<file path="src/sv/i2cps_pkg.sv">
// Shared types and register indexes for the I2C packet slave.
package i2cps_pkg;

  localparam int unsigned IDX_W = 6;

  localparam logic REG_OWN_ADDR = 1'b0;
  localparam logic REG_STATUS   = 1'b1;

  typedef logic [IDX_W-1:0] idx_t;

  typedef struct packed {
    logic       wr_en;
    idx_t       wr_idx;
    logic [7:0] wr_data;
    logic       build_reply;
    logic       clear_reply;
    idx_t       rd_idx;
  } buf_req_t;

endpackage

</file>
<file path="src/sv/i2cps_buf.sv">
// Packet buffer: byte memory with registered read and reply overlay.
module i2cps_buf #(
  parameter int unsigned PACKET_BYTES = 32
) (
  input  logic               clk_i,
  input  logic               rst_ni,
  input  i2cps_pkg::buf_req_t req_i,
  input  logic [7:0]         status_i,
  output logic [7:0]         rd_byte_o
);
  import i2cps_pkg::*;

  localparam int unsigned AW      = $clog2(PACKET_BYTES);
  localparam idx_t        PktIdx  = IDX_W'(PACKET_BYTES);
  localparam idx_t        LastIdx = IDX_W'(PACKET_BYTES - 1);
  localparam logic [7:0]  NByte   = 8'(PACKET_BYTES - 5);
  localparam idx_t        Idx1    = IDX_W'(1);
  localparam idx_t        Idx2    = IDX_W'(2);
  localparam idx_t        Idx3    = IDX_W'(3);

  logic [7:0]    mem [PACKET_BYTES];
  logic [7:0]    mem_q;
  idx_t          rd_idx_q;
  logic [AW-1:0] rd_addr;
  logic          reply_q;
  logic [7:0]    status_q;
  logic [7:0]    reply_byte;

  assign rd_addr = (req_i.rd_idx < PktIdx) ? req_i.rd_idx[AW-1:0] : '0;

  always_ff @(posedge clk_i) begin
    if (req_i.wr_en) begin
      mem[req_i.wr_idx[AW-1:0]] <= req_i.wr_data;
    end
    mem_q    <= mem[rd_addr];
    rd_idx_q <= req_i.rd_idx;
  end

  always_ff @(posedge clk_i or negedge rst_ni) begin
    if (!rst_ni) begin
      reply_q  <= 1'b0;
      status_q <= 8'd0;
    end else if (req_i.build_reply) begin
      reply_q  <= 1'b1;
      status_q <= status_i;
    end else if (req_i.clear_reply) begin
      reply_q  <= 1'b0;
    end
  end

  always_comb begin
    reply_byte = 8'd0;
    if (rd_idx_q == '0) begin
      reply_byte = status_q;
    end else if (rd_idx_q == Idx1) begin
      reply_byte = 8'd0 - status_q;
    end else if (rd_idx_q == Idx2) begin
      reply_byte = 8'd0;
    end else if (rd_idx_q == Idx3) begin
      reply_byte = NByte;
    end else if (rd_idx_q == LastIdx) begin
      reply_byte = 8'd0 - NByte;
    end
  end

  assign rd_byte_o = reply_q ? reply_byte : mem_q;

endmodule

</file>
<file path="src/sv/i2c_packet_slave.sv">
// Top level: I2C slave event processor with 7-bit address and packet buffer.
// Result path: an accepted input item is registered, then its result is registered (input reg, result reg).
// Throughput: one item per cycle while the output is not stalled; the buffer read port prefetches the next send byte.
// Each item gives exactly one result item.
// Reset clears all control state; SDA drive resets to released (1).
// Buffer bytes are undefined after reset until written.
module i2c_packet_slave #(
  parameter int unsigned PACKET_BYTES = 32
) (
  input  logic       clk_i,
  input  logic       rst_ni,
  input  logic       s_axis_tvalid,
  output logic       s_axis_tready,
  input  logic [7:0] s_axis_tdata,  // [0] level, [1] other_level
  input  logic       s_axis_tuser,  // [0] func
  output logic       m_axis_tvalid,
  input  logic       m_axis_tready,
  output logic [7:0] m_axis_tdata,  // [0] sda_drive, [1] drive_updated, [2] selected
  input  logic       cfg_we_i,
  input  logic       cfg_idx_i,
  input  logic [7:0] cfg_data_i
);
  import i2cps_pkg::*;

  typedef enum logic [1:0] {
    PH_IDLE = 2'd0,
    PH_ADDR = 2'd1,
    PH_RECV = 2'd2,
    PH_SEND = 2'd3
  } phase_e;

  typedef enum logic [1:0] {
    ACK_NONE   = 2'd0,
    ACK_START  = 2'd1,
    ACK_FINISH = 2'd2
  } ack_e;

  localparam idx_t PktIdx       = IDX_W'(PACKET_BYTES);
  localparam idx_t IdxMax       = '1;

  // config
  logic [6:0] own_addr_q;
  logic [7:0] status_q;

  // input / output registers
  logic       in_vld_q, in_func_q, in_level_q, in_other_q;
  logic       out_vld_q;
  logic [2:0] out_q;
  logic       advance;

  // event state
  phase_e     phase_q, phase_d;
  ack_e       ack_q, ack_d;
  logic       ack_lvl_q, ack_lvl_d;
  logic [7:0] shift_q, shift_d;
  logic [3:0] bits_in_q, bits_in_d;
  logic [2:0] bits_out_q, bits_out_d;
  idx_t       send_idx_q, send_idx_d;
  logic       pending_q, pending_d;
  idx_t       count_q, count_d;
  logic [7:0] sum_q, sum_d;
  logic       drive_q, drive_d;
  logic       ovf_q, ovf_d;
  logic       updated;

  buf_req_t   buf_req;
  logic [7:0] rd_byte;

  assign advance       = in_vld_q && (!out_vld_q || m_axis_tready);
  assign s_axis_tready = !in_vld_q || advance;
  assign m_axis_tvalid = out_vld_q;
  assign m_axis_tdata  = {5'd0, out_q};

  always_ff @(posedge clk_i or negedge rst_ni) begin
    if (!rst_ni) begin
      own_addr_q <= 7'd0;
      status_q   <= 8'd0;
    end else if (cfg_we_i) begin
      unique case (cfg_idx_i)
        REG_OWN_ADDR: own_addr_q <= cfg_data_i[6:0];
        REG_STATUS:   status_q   <= cfg_data_i;
        default:      ;
      endcase
    end
  end

  always_comb begin
    logic [7:0] sh;
    logic [3:0] bits;
    logic [7:0] byteval;

    phase_d    = phase_q;
    ack_d      = ack_q;
    ack_lvl_d  = ack_lvl_q;
    shift_d    = shift_q;
    bits_in_d  = bits_in_q;
    bits_out_d = bits_out_q;
    send_idx_d = send_idx_q;
    pending_d  = pending_q;
    count_d    = count_q;
    sum_d      = sum_q;
    drive_d    = drive_q;
    ovf_d      = ovf_q;
    updated    = 1'b0;
    sh         = {shift_q[6:0], in_other_q};
    bits       = bits_in_q + 4'd1;
    byteval    = 8'd0;

    buf_req             = '0;
    buf_req.wr_idx      = count_q;
    buf_req.wr_data     = sh;

    if (in_func_q) begin
      if (!in_level_q && in_other_q) begin
        phase_d   = PH_ADDR;
        shift_d   = 8'd0;
        bits_in_d = 4'd0;
      end else if (in_level_q && in_other_q) begin
        phase_d = PH_IDLE;
      end
    end else begin
      if (in_level_q && (phase_q == PH_ADDR || phase_q == PH_RECV) && ack_q == ACK_NONE) begin
        shift_d   = sh;
        bits_in_d = bits;
        if (bits == 4'd8) begin
          if (phase_q == PH_ADDR) begin
            if (sh[7:1] != own_addr_q) begin
              ack_d     = ACK_START;
              ack_lvl_d = 1'b0;
              phase_d   = PH_IDLE;
            end else if (!sh[0]) begin
              count_d     = '0;
              ovf_d       = 1'b0;
              sum_d       = 8'd0;
              ack_d       = ACK_START;
              ack_lvl_d   = 1'b1;
              shift_d     = 8'd0;
              bits_in_d   = 4'd0;
              phase_d     = PH_RECV;
              pending_d   = 1'b1;
              buf_req.clear_reply = 1'b1;
            end else begin
              ack_d     = ACK_START;
              ack_lvl_d = 1'b1;
              if (pending_q) begin
                buf_req.build_reply = (count_q == PktIdx) && !ovf_q;
                pending_d = 1'b0;
              end
              phase_d    = PH_SEND;
              send_idx_d = '0;
              bits_out_d = 3'd0;
            end
          end else begin
            ack_d     = ACK_START;
            ack_lvl_d = 1'b1;
            if (count_q < PktIdx) begin
              buf_req.wr_en = 1'b1;
              count_d       = count_q + IDX_W'(1);
              sum_d         = sum_q + sh;
            end else begin
              ovf_d = 1'b1;
            end
            shift_d   = 8'd0;
            bits_in_d = 4'd0;
          end
        end
      end

      if (!in_level_q && ack_d == ACK_START) begin
        drive_d = !ack_lvl_d;
        ack_d   = ACK_FINISH;
        updated = 1'b1;
      end else if (!in_level_q && ack_d == ACK_FINISH) begin
        drive_d = 1'b1;
        ack_d   = ACK_NONE;
        updated = 1'b1;
      end

      if (!in_level_q && phase_d == PH_SEND && ack_d == ACK_NONE) begin
        if (!(send_idx_q != '0 && bits_out_q == 3'd0 && in_other_q)) begin
          if (send_idx_q < count_q && send_idx_q < PktIdx) begin
            byteval = rd_byte;
          end
          drive_d = byteval[3'd7 - bits_out_q];
          updated = 1'b1;
          if (bits_out_q == 3'd7) begin
            ack_d      = ACK_START;
            ack_lvl_d  = 1'b0;
            bits_out_d = 3'd0;
            if (send_idx_q != IdxMax) begin
              send_idx_d = send_idx_q + IDX_W'(1);
            end
          end else begin
            bits_out_d = bits_out_q + 3'd1;
          end
        end
      end
    end

    if (!advance) begin
      buf_req.wr_en       = 1'b0;
      buf_req.build_reply = 1'b0;
      buf_req.clear_reply = 1'b0;
    end
    buf_req.rd_idx = advance ? send_idx_d : send_idx_q;
  end

  always_ff @(posedge clk_i or negedge rst_ni) begin
    if (!rst_ni) begin
      in_vld_q   <= 1'b0;
      out_vld_q  <= 1'b0;
      phase_q    <= PH_IDLE;
      ack_q      <= ACK_NONE;
      ack_lvl_q  <= 1'b0;
      shift_q    <= 8'd0;
      bits_in_q  <= 4'd0;
      bits_out_q <= 3'd0;
      send_idx_q <= '0;
      pending_q  <= 1'b0;
      count_q    <= '0;
      sum_q      <= 8'd0;
      drive_q    <= 1'b1;
      ovf_q      <= 1'b0;
    end else begin
      if (s_axis_tready) begin
        in_vld_q <= s_axis_tvalid;
      end
      if (advance) begin
        out_vld_q  <= 1'b1;
        phase_q    <= phase_d;
        ack_q      <= ack_d;
        ack_lvl_q  <= ack_lvl_d;
        shift_q    <= shift_d;
        bits_in_q  <= bits_in_d;
        bits_out_q <= bits_out_d;
        send_idx_q <= send_idx_d;
        pending_q  <= pending_d;
        count_q    <= count_d;
        sum_q      <= sum_d;
        drive_q    <= drive_d;
        ovf_q      <= ovf_d;
      end else if (m_axis_tready) begin
        out_vld_q <= 1'b0;
      end
    end
  end

  always_ff @(posedge clk_i) begin
    if (s_axis_tready && s_axis_tvalid) begin
      in_func_q  <= s_axis_tuser;
      in_level_q <= s_axis_tdata[0];
      in_other_q <= s_axis_tdata[1];
    end
    if (advance) begin
      out_q <= {phase_d == PH_RECV || phase_d == PH_SEND, updated, drive_d};
    end
  end

  i2cps_buf #(
    .PACKET_BYTES(PACKET_BYTES)
  ) u_buf (
    .clk_i    (clk_i),
    .rst_ni   (rst_ni),
    .req_i    (buf_req),
    .status_i (status_q),
    .rd_byte_o(rd_byte)
  );

endmodule

</file>
<file path="config.mk">
export PLATFORM = sky130hd
export DESIGN_NAME = i2c_packet_slave
export DESIGN_NICKNAME = d
export VERILOG_FILES = /design/src/sv/i2cps_pkg.sv /design/src/sv/i2cps_buf.sv /design/src/sv/i2c_packet_slave.sv
export SDC_FILE = /design/constraint.sdc
export NUM_CORES = 1
export LEC_CHECK = 0
export BUFFER_PORTS_ARGS = -buffer_cell sky130_fd_sc_hd__buf_2
export CORE_UTILIZATION = 55
export CTS_BUF_LIST = sky130_fd_sc_hd__clkbuf_2
export CTS_CLUSTER_SIZE = 28
export DETAILED_ROUTE_END_ITERATION = 8
export PLACE_DENSITY = 0.74
export SLEW_MARGIN = 20
export SYNTH_ARGS = -nofsm -noshare
export SYNTH_HDL_FRONTEND = slang
export SYNTH_HIERARCHICAL = 1
export SYNTH_SLANG_ARGS = --single-unit
</file>
<file path="constraint.sdc">
create_clock -name clk_i -period 4.99 [get_ports clk_i]
set_clock_uncertainty 0.2 [all_clocks]
set_input_delay 0 -clock clk_i [delete_from_list [all_inputs] [get_ports clk_i]]
set_output_delay 0 -clock clk_i [all_outputs]
set_load 0.005 [all_outputs]
</file>
Word level (Yosys, flattened, before mapping). Memory sizes are Yosys's and may differ from the RTL's. A register that Yosys moved wholly into a read port is not among the register bits. Cells that the tools add are included.

Add/subtract/negate cells: 6. Multipliers: 0. Div/mod/pow operators: 0. $lt $le $gt $ge: 5. Equal/unequal tests: 20. Shifts and indexed selects: 0. Multiplexer cells: 110. Bitwise gates (word level): 3. Reduce and logical (&&, ||, !) cells: 39.

Operator list (number): 2-to-1 mux 6 bit (15); 2-to-1 mux 8 bit (10); 2-to-1 mux 7 bit (7); 2-to-1 mux 2 bit (23); 2-to-1 mux 1 bit (38); 2-to-1 mux 4 bit (7); 2-to-1 mux 3 bit (8); < comparator 6 bit, second input constant (3); logical AND 1 bit (14); AND reduction 7 bit (2); adder 6 x 1 -> 6 bit, second input constant (2); == test 6 x 2 -> 1 bit, second input constant (2); == test 2 bit, second input constant (5); nonzero test 2 bit (4); subtractor 1 x 8 -> 8 bit, first input constant (1); != test 7 bit (1); == test 6 x 1 -> 1 bit, second input constant (1); == test 6 x 5 -> 1 bit, second input constant (1); == test 6 bit, second input constant (1); logical NOT 6 bit (1); < comparator 6 bit (1); != test 2 bit, second input constant (3); != test 6 bit, second input constant (1); AND reduction 2 bit (3); 18 further kinds (29).

Register bits: 72. Latch bits: 0. Memory bits (writable): 256. Memory bits (read-only): 0. Bits of input ports: 23. Output and inout bits: 10. Memories kept: 1.

Memory list: u_buf.mem (words 32, bits a word 8, rd ports 1, clocked after Yosys merged registers in 1, wr ports 1, line i2cps_buf.sv:21) `logic [7:0] mem [PACKET_BYTES];`.

Depth between registers and ports, before layout.
Word-level depth: 20. Gate-level depth with buffers: 16. Depth with buffers taken out: 13.

Cells and area by module. Netlist, hierarchy kept.

Modules (own cells, without submodules): i2cps_buf (instances 1, cells an instance 665, area each 11219.5 µm², seq. area each 8192.9 µm²); i2c_packet_slave (instances 1, cells an instance 302, area each 3124.2 µm², seq. area each 1457.6 µm²).

Least setup slack after synthesis. Ideal clock, no wire load.

Path type: register to register. Start point: register phase_q[1]. End point: register u_buf.mem_q[0], read port of u_buf.mem. Arrival time: 3.376 ns. Slack: 1.274 ns. Stages on the path, launching flop included: 15. Buffers on the path: 2. Cells stage by stage: dfrtp_1 inv_1 ha_1 nor4b_1 o211ai_1 nor4_1 o21ai_0 a32o_1 buf_2 or4b_1 buf_2 a2bb2oi_1 o221ai_1 a22o_1 a41oi_1.

RTL lines: start: declaration (line i2c_packet_slave.sv:52) `phase_e phase_q, phase_d;`; start signal: assignment (line i2c_packet_slave.sv:230) `phase_q <= phase_d;`; end: declaration (line i2cps_buf.sv:22) `logic [7:0] mem_q;`.

==> results_dict.tcl <==
set metrics [dict create \
    setup_viol 0 \
    cts.clk_slew.worst_paths_ns 0.09 \
    fp-row-count 58 \
    dpl.cell_count 1299 \
    areaGrowthSynthToFinish_pct 10.6 \
    crit_family "compound AO/OA/AOI/OAI gates" \
    cts_max_path_buffers 3 \
    critPathRequiredTime_ns 5.53 \
    slew_headroom_pct 39.4 \
    track_usage_pct 24.5 \
    syn-instance-count 967 \
    cp_max_fo 11 \
    finalPower_uw 5460 \
    drive_gt1_share_pct 22.2 \
    dr.pass1.iters 5 \
    slowest_delay_ns 0.70 \
    vias_per_cell 6.04 \
    path_cells "inv_1, ha_1, nor4b_1, o211a_1, nor4_1, o21ai_0, a32o_1, nor3_1, nor2_1, buf_4, o221ai_1, a22o_1, a41oi_1" \
    core_um2 25400 \
    p_leak_uw 0.00558 \
    initial_utilization_pct 56.5 \
    yosysUniqueCellTypes 75 \
    syn_avg_cell_area_um2 14.8 \
    port_buffers 21 \
    mostFrequentLayoutCells "edfxtp_1, clkbuf_2, nor2_1" \
    overflow 0 \
    crit_buf_inv 2 \
    reg2reg_depth 13 \
    die_x_um 163 \
    path_depth 13 \
    clock-root-buffer "clkbuf_2" \
    ctsResizeCount 0 \
    cts_sinks 336 \
    synth_fa_ha_area_share_pct 1.31 \
    outcome "completed" \
    crit_path_top_delay_cell "nor2_1" \
    dpl.hpwl_um 19500 \
    startpoint_type "flop" \
    ys_ff_latch 336 \
    final_cells 1480 \
    dieArea_um2 26700 \
    async_reset_ff_share_pct 17.9 \
    synth-xor-area-share_pct 0.611 \
    slew_viol_final 0 \
    tightest_slew_ns 0.906 \
    antenna_found_initial 1 \
    synth-edff-count 262 \
    synth-main-ff-cell "edfxtp_1" \
    rsz0062_at_grt "no" \
    final_util_pct 62.5 \
    yosysSeqAreaShare_pct 67.3 \
    cts_tree "done" \
    routed_wl_um 31300 \
    yosysWarnings 6 \
    whs_path_depth 4 \
    gp_congestion 0.893 \
    cp.arrival_ns 5.11 \
    maxCapViolations 0 \
    vias 8944 \
    pin_count 33 \
    cts_made_buffers 83 \
    nNetsFinal 1126 \
    crit_path_end_kind "flop" \
    wl_per_cell_um 21.2 \
    postRouteAntennaNets 0 \
    fmax_ghz 0.219 \
    grt_pass1_wl_um 48900 \
    synth_area_um2 14300 \
    fin_crit_sh_pct 91.5 \
    synth_compound_area_share_pct 10.3 \
    clock_latency_ns 0.84 \
    yosys.area_share.simple_pct 7.82 \
    period_minus_slack_ns 4.57 \
    final_hold_viol_count 0 \
    dr.first_iter.drc_count 944 \
    drcViolationCount 0 \
    p_per_area_nw_per_um2 344 \
    layout_commonest_cell "edfxtp_1" \
    min_path_type "input pin to flop" \
    crit_type "flop to flop" \
    totalNegativeSetupSlack_ns 0 \
    grt_pass1_vias 8887 \
    htree_num_levels 3 \
    ir_drop_mv 0.235 \
    synth_top_family_by_area "compound AO/OA/AOI/OAI gates" \
    synthMuxAreaShare_pct 9.22 \
    die_h_um 163 \
    grt_max_degree 61 \
]
[logic make-up (layout without fill, tap and decap cells)]
| kind of cell | Yosys count | count (layout) |
|---|---|---|
| flops | 336 | 336 |
| other cells | 1 | 6 |
| simple gates | 219 | 219 |
| xor+xnor | 10 | 10 |
| fa+ha+maj | 15 | 15 |
| buf+inv | 84 | 262 |
| mux | 94 | 94 |
| compound gates | 208 | 208 |
[flip-flops by register name (all words and copies together), names as in the netlist]
register and flops:
u_buf/mem 256, status_q 8, u_buf/mem_q 8, u_buf/status_q 8
own_addr_q 7, shift_q 7, count_q 6, send_idx_q 6
u_buf/rd_idx_q 6, bits_in_q 4, bits_out_q 3, out_q 3
ack_q 2, phase_q 2, ack_lvl_q 1, drive_q 1
in_func_q 1, in_level_q 1, in_other_q 1, in_vld_q 1
m_axis_tvalid 1, ovf_q 1, pending_q 1, u_buf/reply_q 1
[stage by stage]
step,hold slack (ns),cell area [um2],setup slack (ns)
final,0.121,15900,0.422
after CTS,0.0526,15900,0.532
after floorplan,-0.496,14400,1.27
after global placement,-0.0196,14700,0.670
after detailed placement,-0.0201,14700,0.554
after global routing,0.106,15900,0.103
[repair_timing]
item	in CTS	in global routing
hold endpoints to repair	117	0
hold buffers	34	0
setup buffers	0	0
[path summary, 6_finish.rpt]
check	from	to	slack (ns)
min in group asynchronous	rst_ni	status_q[1]	0.19
setup / recovery	phase_q[1]	u_buf/mem_q[0]	0.42
max in group asynchronous	rst_ni	count_q[2]	3.84
hold / removal	cfg_we_i	own_addr_q[0]	0.12
hold reg to reg	pending_q	pending_q	0.30
setup reg to reg	phase_q[1]	u_buf/mem_q[0]	0.42
[Yosys cell counts (9+ instances only)]
master	number	area [um2]
edfxtp_1	262	7870
nor2_1	78	293
dfrtp_1	59	1480
nand2_1	50	188
mux2i_1	38	380
o21ai_0	38	190
a21oi_1	35	175
inv_1	33	124
mux2_2	28	315
mux4_2	26	586
a22o_1	18	158
o221ai_1	16	140
a211oi_1	15	113
a2bb2oi_1	15	131
ha_1	15	188
dfxtp_1	14	280
buf_2	13	65.1
buf_6	13	146
nand3_1	13	65.1
nor3_1	13	65.1
clkbuf_1	12	45.0
nor2b_1	11	68.8
xnor2_1	10	87.6
o211ai_1	9	67.6
o22ai_1	9	56.3
[routing by layer]
metal | global-route usage [%] | part of all wire [%] | vias to the layer above
met5 | 0 | 0 | -
met4 | 9.09 | 2.2 | 0
met3 | 5.23 | 8.3 | 54
met2 | 37.9 | 47 | 392
met1 | 34.2 | 42 | 4452
li1 | - | - | 4046
[worst reg2reg max path, cell delays in order, from the launching register on]
cell and delay, ns:
dfrtp_1 0.42, inv_1 0.09, ha_1 0.32, nor4b_1 0.49, o211a_1 0.30, nor4_1 0.12, o21ai_0 0.39, a32o_1 0.46
nor3_1 0.08, nor2_1 0.70, buf_4 0.34, o221ai_1 0.15, a22o_1 0.28, a41oi_1 0.18
[report_power, final]
group,total (uW),internal (uW),leakage [uW],switching (uW)
registers,3210,3150,0.00324,60.1
clock network,1870,810,0.000593,1060
logic,379,137,0.00175,242
total,5460,4090,0.00558,1360
[layout make-up]
| class | instances | area (um2) |
|---|---|---|
| fillers | 1904 | 9530 |
| repair buffers | 83 | 656 |
| flip-flops and latches | 336 | 9650 |
| clock buffers | 123 | 616 |
| well taps | 330 | 413 |
| inverters | 33 | 124 |
| diodes | 1 | 2.50 |
| multi-input cells | 551 | 4230 |
| clock inverters | 23 | 175 |
(Power assumes the default switching activity.)
